===== config.mk =====
export PLATFORM = sky130hd
export DESIGN_NAME = number_table_substring_matcher
export DESIGN_NICKNAME = d
export VERILOG_FILES = /design/src/rtl/nts_pkg.sv /design/src/rtl/nts_cell.sv /design/src/rtl/number_table_substring_matcher.sv
export VERILOG_INCLUDE_DIRS = /design/src /design/src/rtl
export SDC_FILE = /design/constraint.sdc
export NUM_CORES = 2
export LEC_CHECK = 0
export BUFFER_PORTS_ARGS = -buffer_cell sky130_fd_sc_hd__buf_2
export CAP_MARGIN = 20
export CELL_PAD_IN_SITES_DETAIL_PLACEMENT = 0
export CELL_PAD_IN_SITES_GLOBAL_PLACEMENT = 2
export CORE_ASPECT_RATIO = 1.2
export CORE_MARGIN = 2
export CORE_UTILIZATION = 46
export CTS_CLUSTER_SIZE = 12
export DETAILED_ROUTE_END_ITERATION = 10
export PLACE_DENSITY = 0.83
export SYNTH_ARGS = -nofsm -noshare
export SYNTH_HDL_FRONTEND = slang
export SYNTH_HIERARCHICAL = 1
export SYNTH_SLANG_ARGS = --single-unit

===== constraint.sdc =====
create_clock -name clk_i -period 12.3 [get_ports clk_i]
set_clock_uncertainty 0.1 [all_clocks]
set_input_delay 0.615 -clock clk_i [delete_from_list [all_inputs] [get_ports clk_i]]
set_output_delay 0.615 -clock clk_i [all_outputs]
set_load 0.1 [all_outputs]

===== src/rtl/assert_macros.svh =====
// ----------------------------------------------------------------------------
// assert_macros.svh
// Shared assertion macros for the RTL, clocked on clk_i and muted in reset.
// ----------------------------------------------------------------------------
`ifndef ASSERT_MACROS_SVH
`define ASSERT_MACROS_SVH

// Property that must hold at every clock edge outside reset.
`define ASSERT_CLK(label, prop, msg) \
  label: assert property (@(posedge clk_i) disable iff (!rst_ni) (prop)) \
    else $error(msg);

// Implication from a trigger to a consequence in the following cycle.
`define ASSERT_NEXT(label, trig, cons, msg) \
  label: assert property (@(posedge clk_i) disable iff (!rst_ni) (trig) |=> (cons)) \
    else $error(msg);

`endif


===== src/rtl/nts_pkg.sv =====
// ----------------------------------------------------------------------------
// nts_pkg
// Codes, default sizes and shared types of the number table matcher.
// ----------------------------------------------------------------------------
package nts_pkg;

  localparam int unsigned NTS_ENTRIES      = 8;
  localparam int unsigned NTS_NUMBER_BYTES = 24;

  localparam int unsigned CMD_W    = 2;
  localparam int unsigned IDX_IN_W = 8;
  localparam int unsigned CHAR_W   = 8;
  localparam int unsigned STATUS_W = 2;
  localparam int unsigned MATCH_W  = 3;

  localparam logic [CMD_W-1:0] CMD_WRITE   = 2'd0;
  localparam logic [CMD_W-1:0] CMD_DELETE  = 2'd1;
  localparam logic [CMD_W-1:0] CMD_DEL_ALL = 2'd2;
  localparam logic [CMD_W-1:0] CMD_QUERY   = 2'd3;

  localparam logic [STATUS_W-1:0] ST_OK       = 2'd0;
  localparam logic [STATUS_W-1:0] ST_RANGE    = 2'd1;
  localparam logic [STATUS_W-1:0] ST_NO_MATCH = 2'd2;

  // Per-cell commands for one accepted transfer.
  typedef struct packed {
    logic clear;       // drop the entry and its match state
    logic mark_valid;  // entry becomes valid (write stream start)
    logic store;       // store the character at the write position
    logic qclear;      // query start: reset match vector and found flag
    logic qstep;       // advance the match vector by the character
  } cell_ctl_t;

  // Lowest-hit selection rippled along the cell row.
  typedef struct packed {
    logic               hit;
    logic [MATCH_W-1:0] idx;
  } sel_t;

endpackage


===== src/rtl/nts_cell.sv =====
// ----------------------------------------------------------------------------
// nts_cell
// One table entry: stored characters, length, valid bit and shift-and state.
// ----------------------------------------------------------------------------
module nts_cell import nts_pkg::*; #(
  parameter int unsigned SLOT    = NTS_NUMBER_BYTES - 1,
  parameter int unsigned POS_W   = $clog2(SLOT + 1),
  parameter int unsigned CELL_ID = 0
) (
  input  logic              clk_i,
  input  logic              rst_ni,
  input  cell_ctl_t         ctl_i,
  input  logic [CHAR_W-1:0] ch_i,
  input  logic [POS_W-1:0]  pos_i,
  input  sel_t              sel_i,
  output sel_t              sel_o,
  output logic              valid_o
);

  logic [CHAR_W-1:0] chars_q [SLOT];
  logic [SLOT-1:0]   pm_q, pm_d, eq_vec, pm_base;
  logic [POS_W-1:0]  len_q, len_d;
  logic              valid_q, valid_d;
  logic              found_q, found_d;
  logic              tail_hit;
  logic              my_hit;

  for (genvar j = 0; j < SLOT; j++) begin : g_char
    always_ff @(posedge clk_i) begin
      if (ctl_i.store && pos_i == POS_W'(j)) begin
        chars_q[j] <= ch_i;
      end
    end
    assign eq_vec[j] = (chars_q[j] == ch_i) && (POS_W'(j) < len_q);
  end

  always_comb begin
    pm_base  = ctl_i.qclear ? '0 : pm_q;
    pm_d     = pm_base;
    found_d  = ctl_i.qclear ? 1'b0 : found_q;
    len_d    = len_q;
    valid_d  = valid_q;
    tail_hit = 1'b0;
    if (ctl_i.qstep) begin
      pm_d = SLOT'({pm_base, 1'b1}) & eq_vec;
      for (int unsigned j = 0; j < SLOT; j++) begin
        if (len_q == POS_W'(j + 1) && pm_d[j]) begin
          tail_hit = 1'b1;
        end
      end
      found_d = found_d | tail_hit;
    end
    if (ctl_i.clear) begin
      pm_d    = '0;
      found_d = 1'b0;
      len_d   = '0;
      valid_d = ctl_i.mark_valid;
    end
    if (ctl_i.store) begin
      len_d = pos_i + POS_W'(1);
    end
  end

  always_ff @(posedge clk_i or negedge rst_ni) begin
    if (!rst_ni) begin
      pm_q    <= '0;
      found_q <= 1'b0;
      len_q   <= '0;
      valid_q <= 1'b0;
    end else begin
      pm_q    <= pm_d;
      found_q <= found_d;
      len_q   <= len_d;
      valid_q <= valid_d;
    end
  end

  // An empty valid entry matches any non-empty query.
  assign my_hit  = valid_q && (found_d || len_q == '0);
  assign valid_o = valid_q;

  always_comb begin
    sel_o = sel_i;
    if (!sel_i.hit && my_hit) begin
      sel_o.hit = 1'b1;
      sel_o.idx = MATCH_W'(CELL_ID);
    end
  end

endmodule


===== src/rtl/number_table_substring_matcher.sv =====
// ----------------------------------------------------------------------------
// number_table_substring_matcher
// Table of number strings with a streamed substring query.
// ----------------------------------------------------------------------------
// The block takes one transfer per clock cycle. Each table entry is a cell
// that compares the incoming character against all its stored characters and
// advances its shift-and vector in the same cycle, so the time a query character
// or write character takes does not grow with table size. Deletes and the
// final transfer of a write or query stream load one result into the output
// register, which shows it from the next cycle; while a result sits there
// untaken the input stalls. There is no clearing pass after reset.
`include "assert_macros.svh"

module number_table_substring_matcher import nts_pkg::*; #(
  parameter int unsigned ENTRIES      = NTS_ENTRIES,
  parameter int unsigned NUMBER_BYTES = NTS_NUMBER_BYTES
) (
  input  logic                clk_i,
  input  logic                rst_ni,
  input  logic                in_valid_i,
  output logic                in_ready_o,
  input  logic [CMD_W-1:0]    command_i,
  input  logic [IDX_IN_W-1:0] entry_index_i,
  input  logic [CHAR_W-1:0]   ch_i,
  input  logic                last_i,
  output logic                out_valid_o,
  input  logic                out_ready_i,
  output logic [STATUS_W-1:0] status_o,
  output logic [MATCH_W-1:0]  match_index_o
);

  localparam int unsigned SLOT  = NUMBER_BYTES - 1;
  localparam int unsigned POS_W = $clog2(SLOT + 1);
  localparam int unsigned IDX_W = (ENTRIES > 1) ? $clog2(ENTRIES) : 1;

  logic                stream_open_q, stream_open_d;
  logic                kind_query_q, kind_query_d;
  logic [IDX_W-1:0]    wr_entry_q, wr_entry_d;
  logic                wr_err_q, wr_err_d;
  logic [POS_W-1:0]    pos_q, pos_d;
  logic [POS_W-1:0]    store_pos;
  logic                ended_q, ended_d;
  logic                nonempty_q, nonempty_d;
  logic                out_valid_q, out_valid_d;
  logic [STATUS_W-1:0] status_q, status_d;
  logic [MATCH_W-1:0]  match_q, match_d;

  logic             in_fire, is_stream, is_query, start, idx_ok, store_ok, step_ok;
  logic             res_load, del_all_fire, res_fail;
  logic [IDX_W-1:0] idx_sel;
  cell_ctl_t        ctl [ENTRIES];
  sel_t             chain [ENTRIES+1];
  logic [ENTRIES-1:0] valid_vec;

  assign in_ready_o = !out_valid_q || out_ready_i;
  assign in_fire    = in_valid_i && in_ready_o;
  assign is_query   = (command_i == CMD_QUERY);
  assign is_stream  = (command_i == CMD_WRITE) || is_query;
  assign start      = !stream_open_q || (kind_query_q != is_query);
  assign idx_ok     = entry_index_i < IDX_IN_W'(ENTRIES);
  assign idx_sel    = entry_index_i[IDX_W-1:0];
  assign res_load   = in_fire && (!is_stream || last_i);

  // Stream control; a new stream restarts position and end tracking.
  always_comb begin
    stream_open_d = stream_open_q;
    kind_query_d  = kind_query_q;
    wr_entry_d    = wr_entry_q;
    wr_err_d      = wr_err_q;
    pos_d         = pos_q;
    store_pos     = '0;
    ended_d       = ended_q;
    nonempty_d    = nonempty_q;
    store_ok      = 1'b0;
    step_ok       = 1'b0;
    if (in_fire) begin
      if (!is_stream) begin
        stream_open_d = 1'b0;
      end else begin
        if (start) begin
          stream_open_d = 1'b1;
          kind_query_d  = is_query;
          pos_d         = '0;
          ended_d       = 1'b0;
          nonempty_d    = 1'b0;
          if (!is_query) begin
            wr_err_d   = !idx_ok;
            wr_entry_d = idx_ok ? idx_sel : '0;
          end
        end
        if (!ended_d) begin
          if (ch_i == '0) begin
            ended_d = 1'b1;
          end else if (!is_query) begin
            if (!wr_err_d && pos_d < POS_W'(SLOT)) begin
              store_ok  = 1'b1;
              store_pos = pos_d;
              pos_d     = pos_d + POS_W'(1);
            end
          end else begin
            nonempty_d = 1'b1;
            step_ok    = 1'b1;
          end
        end
        if (last_i) begin
          stream_open_d = 1'b0;
        end
      end
    end
  end

  for (genvar e = 0; e < ENTRIES; e++) begin : g_cell
    always_comb begin
      ctl[e] = '0;
      if (in_fire) begin
        unique case (command_i)
          CMD_DELETE: begin
            ctl[e].clear = idx_ok && (idx_sel == IDX_W'(e));
          end
          CMD_DEL_ALL: begin
            ctl[e].clear = 1'b1;
          end
          CMD_WRITE: begin
            ctl[e].clear      = start && idx_ok && (idx_sel == IDX_W'(e));
            ctl[e].mark_valid = ctl[e].clear;
            ctl[e].store      = store_ok && (wr_entry_d == IDX_W'(e));
          end
          CMD_QUERY: begin
            ctl[e].qclear = start;
            ctl[e].qstep  = step_ok;
          end
          default: begin
            ctl[e] = '0;
          end
        endcase
      end
    end

    nts_cell #(
      .SLOT    (SLOT),
      .POS_W   (POS_W),
      .CELL_ID (e)
    ) u_cell (
      .clk_i   (clk_i),
      .rst_ni  (rst_ni),
      .ctl_i   (ctl[e]),
      .ch_i    (ch_i),
      .pos_i   (store_pos),
      .sel_i   (chain[e]),
      .sel_o   (chain[e+1]),
      .valid_o (valid_vec[e])
    );
  end

  assign chain[0] = '0;

  // Result register; it loads on deletes and on the last transfer of a stream.
  always_comb begin
    out_valid_d = out_valid_q && !out_ready_i;
    status_d    = status_q;
    match_d     = match_q;
    if (res_load) begin
      out_valid_d = 1'b1;
      match_d     = '0;
      priority if (command_i == CMD_DELETE) begin
        status_d = idx_ok ? ST_OK : ST_RANGE;
      end else if (command_i == CMD_DEL_ALL) begin
        status_d = ST_OK;
      end else if (command_i == CMD_WRITE) begin
        status_d = wr_err_d ? ST_RANGE : ST_OK;
      end else if (nonempty_d && chain[ENTRIES].hit) begin
        status_d = ST_OK;
        match_d  = chain[ENTRIES].idx;
      end else begin
        status_d = ST_NO_MATCH;
      end
    end
  end

  always_ff @(posedge clk_i or negedge rst_ni) begin
    if (!rst_ni) begin
      stream_open_q <= 1'b0;
      kind_query_q  <= 1'b0;
      wr_entry_q    <= '0;
      wr_err_q      <= 1'b0;
      pos_q         <= '0;
      ended_q       <= 1'b0;
      nonempty_q    <= 1'b0;
      out_valid_q   <= 1'b0;
    end else begin
      stream_open_q <= stream_open_d;
      kind_query_q  <= kind_query_d;
      wr_entry_q    <= wr_entry_d;
      wr_err_q      <= wr_err_d;
      pos_q         <= pos_d;
      ended_q       <= ended_d;
      nonempty_q    <= nonempty_d;
      out_valid_q   <= out_valid_d;
    end
  end

  always_ff @(posedge clk_i) begin
    status_q <= status_d;
    match_q  <= match_d;
  end

  assign out_valid_o   = out_valid_q;
  assign status_o      = status_q;
  assign match_index_o = match_q;

  assign del_all_fire = in_fire && (command_i == CMD_DEL_ALL);
  assign res_fail     = out_valid_q && (status_q != ST_OK);

  `ASSERT_NEXT(a_del_all_clears, del_all_fire, valid_vec == '0, "entry valid after delete-all")
  `ASSERT_CLK(a_pos_bound, pos_q <= POS_W'(SLOT), "write position beyond the entry slot")
  `ASSERT_CLK(a_idx_only_on_ok, !res_fail || match_q == '0, "match index on a failed result")
  `ASSERT_NEXT(a_result_loaded, res_load, out_valid_o, "closing transfer gave no result")

endmodule

==> summary.txt <==
DR top layer - met5
Area Overhead vs Synth - 8.69%
FP Rows - 170
post-route ant nets - 0
share of Yosys cell area claimed by the top area cell type - 0.538
dominant cell type by area after synthesis - edfxtp_1
non-filler cells, final - 8725
Synth Cell Area - 0.0824 mm²
CP max stage delay - 530 ps
Arr. time, crit path - 7550 ps
peak supply drop - 0.125 mV
clock latency on the worst-skew pair - 830 ps
Tot GR Track Use - 0.225
critical path startpoint category - flop
slew of the pin with the lowest slew margin - 1120 ps
die height - 468 µm
Slew Limit Fails - 0
RD Place Congestion - 0.842
ranking of synthesized cells by area - edfxtp_1, xor2_1, dfrtp_1
number of cells on the critical path - 26
dpl hpwl - 128000 µm
total congestion overflow - 0
crit end category - flop
Sum Neg Setup Slack - 0 ps
crit path max-delay cell type - a2111oi_2
Cells after Synth - 6225
Crit path top cell by count - nand2b_1
Detailed Route WL - 206000 µm
initial antenna violation count - 9
Commonest cells post-synth - edfxtp_1, xor2_1, xnor2_1, nor2_1, nand2_1
max_cap viols - 0
Yosys reg bits - 1723
sequential share of the synthesized area - 0.613
period utilization - 0.577
met2 WL - 98500 µm
router iterations before antenna repair - 6
min-delay worst type - in2reg
root buf cell - clkbuf_16
CTS tree - done
M1 wire length - 88900 µm
Reg area - 0.0505 mm²
Chip Width - 390 µm
IO Count - 30
Worst R2R Path Depth - 26
crit-path max FO - 74
vias in the first global route - 49800
EDFF count, synth - 1477
CP bufs+invs - 2
Cell variety after synth - 104
Syn Area/Cell - 13.2 µm²
fillcell total - 15200
placed insts - 8377
P_leak - 30.0 nW
CTS Buffer Depth - 3
largest net degree at the start of global routing - 96
PwrDens - 137 mW/mm²
synth warn - 6
Slew HR - 0.249
cell family with most CP delay - simple AND/OR/NAND/NOR gates
clock slew at reported path FFs - 60 ps
Synth Flop Type - edfxtp_1
# Post-CTS Setup Buffers - 0
IO buf count - 29
htree depth - 4
core area - 0.178 mm²
routed len/inst - 23.6 µm
RSZ-0062 raised after global routing - false
area of the multi-input gates - 0.0287 mm²
starting density of the core - 0.462
CTS Buf Count - 177
f_max - 141 MHz
DRC - 0
Vias - 49400
Synth async-reset ratio - 0.143
Setup Crit Path Kind - reg2reg
Iter 0 DRT Violations - 3835
die area - 0.183 mm²
hold path cells - 3
clock sink count - 1723
status - completed
most common cell in the netlist - edfxtp_1
share of layout cells above drive strength 1 - 0.0809
Layout Nets - 6322
first-pass GRT wire length - 313000 µm
DR WL met3 - 10800 µm
minimum clock period - 7090 ps
CP required - 12760 ps
Via density - 5.66
final count of hold timing violations - 0
Final Setup Violations - 0
-- state kept, by name (all words and copies together), names as in the netlist --
signal,flops
status_o,2
wr_err_q,1
g_cell.u_cell/valid_o,8
stream_open_q,1
g_cell.u_cell/pm_q,176
nonempty_q,1
kind_query_q,1
g_cell.u_cell/len_q,40
wr_entry_q,3
match_index_o,3
pos_q,5
g_cell.u_cell/found_q,8
out_valid_o,1
ended_q,1
g_cell.u_cell/chars_q,1472
-- worst reg2reg max path, stage by stage, from the launching register on --
cell,delay [ps]
dfrtp_1,370
nor2b_1,130
buf_4,170
a2111oi_2,530
buf_12,410
nor2b_1,400
and3_4,250
and4b_1,170
or4_4,500
nor4_2,430
nand2_1,140
a41o_1,290
nand2b_1,150
a31o_2,270
nand2b_1,150
a31o_1,210
nand2b_1,140
a31o_2,290
nand2b_1,160
a31o_1,220
nand2b_1,140
a31o_2,240
nand3b_1,180
or2_1,270
and3_1,180
or2_1,220
and2_1,130
-- cell type report --
class / count / area share
Sequential cell: 1723 / 0.564
Multi-Input combinational cell: 4097 / 0.321
Clock buffer: 286 / 0.0567
Tap cell: 2322 / 0.0324
Timing Repair Buffer: 183 / 0.0171
Clock inverter: 43 / 0.00590
Inverter: 70 / 0.00293
Antenna cell: 1 / 0.0000279
-- what timing repair did --
action,4_1_cts,5_1_grt
hold endpoints to repair,71,0
gates resized for setup,0,0
hold buffers,2,0
-- path summary, 6_finish.rpt --
kind	startpoint	endpoint	slack, ps
worst max-delay path	out_valid_o	match_index_o[0]	5210
worst min-delay path	entry_index_i[1]	wr_entry_q[1]	90
worst max register to register	out_valid_o	match_index_o[0]	5210
worst min register to register	g_cell[3].u_cell/pm_q[18]	g_cell[3].u_cell/pm_q[18]	410
max in group asynchronous	rst_ni	g_cell[7].u_cell/pm_q[12]	10190
min in group asynchronous	rst_ni	g_cell[0].u_cell/pm_q[19]	280
-- through the flow --
stage / area [µm²] / utilization / worst slack [ps] / power (mW) / hold WS (ps)
2_1_floorplan: 82400 / - / 1070 / 6.95 / 219
3_3_place_gp: 83800 / 0.470 / 4910 / 7.14 / 390
3_5_place_dp: 83800 / 0.470 / 4930 / 7.15 / 396
4_1_cts: 89500 / 0.501 / 5300 / 12.4 / 16.7
5_1_grt: 89600 / 0.502 / 4900 / 12.6 / 57.6
6_report: 89600 / 0.502 / 5210 / 12.2 / 88.4
-- cell usage in the layout (no fill, tap or decap), types with 48 or more instances in the layout --
cell type,n
a21oi_1,151
and2_1,51
and3_1,106
buf_4,123
clkbuf_1,88
clkbuf_16,180
dfrtp_1,246
edfxtp_1,1477
inv_1,57
nand2_1,304
nand2b_1,111
nand3_1,177
nand4_1,258
nor2_1,311
nor2b_1,78
nor3_1,181
nor4_1,232
o21ai_0,48
xnor2_1,695
xor2_1,770
-- power by group --
group / total [mW] / switching (mW) / internal (mW)
Sequential: 6.37 / 0.0147 / 6.36
Combinational: 0.658 / 0.463 / 0.196
Clock: 5.21 / 2.22 / 3.00
Total: 12.2 / 2.69 / 9.55
-- cells by family after synthesis --
logic type / after synthesis / synth area share
and+or+nand+nor: 2091 / 0.142
DFF: 1723 / 0.613
xor gates and xnor gates: 1475 / 0.158
AOI/OAI and AO/OA: 466 / 0.0393
buffers and inverters: 410 / 0.0393
adders and majority gates: 47 / 0.00714
muxes: 12 / 0.00149
other: 1 / 0.0000455
-- per-layer routing --
metal | track usage | up-vias
li1 | - | 22800
met1 | 0.299 | 25000
met2 | 0.370 | 1297
met3 | 0.0368 | 372
met4 | 0.0866 | 10
met5 | 0 | -
Power figures use the tool's default switching activity.
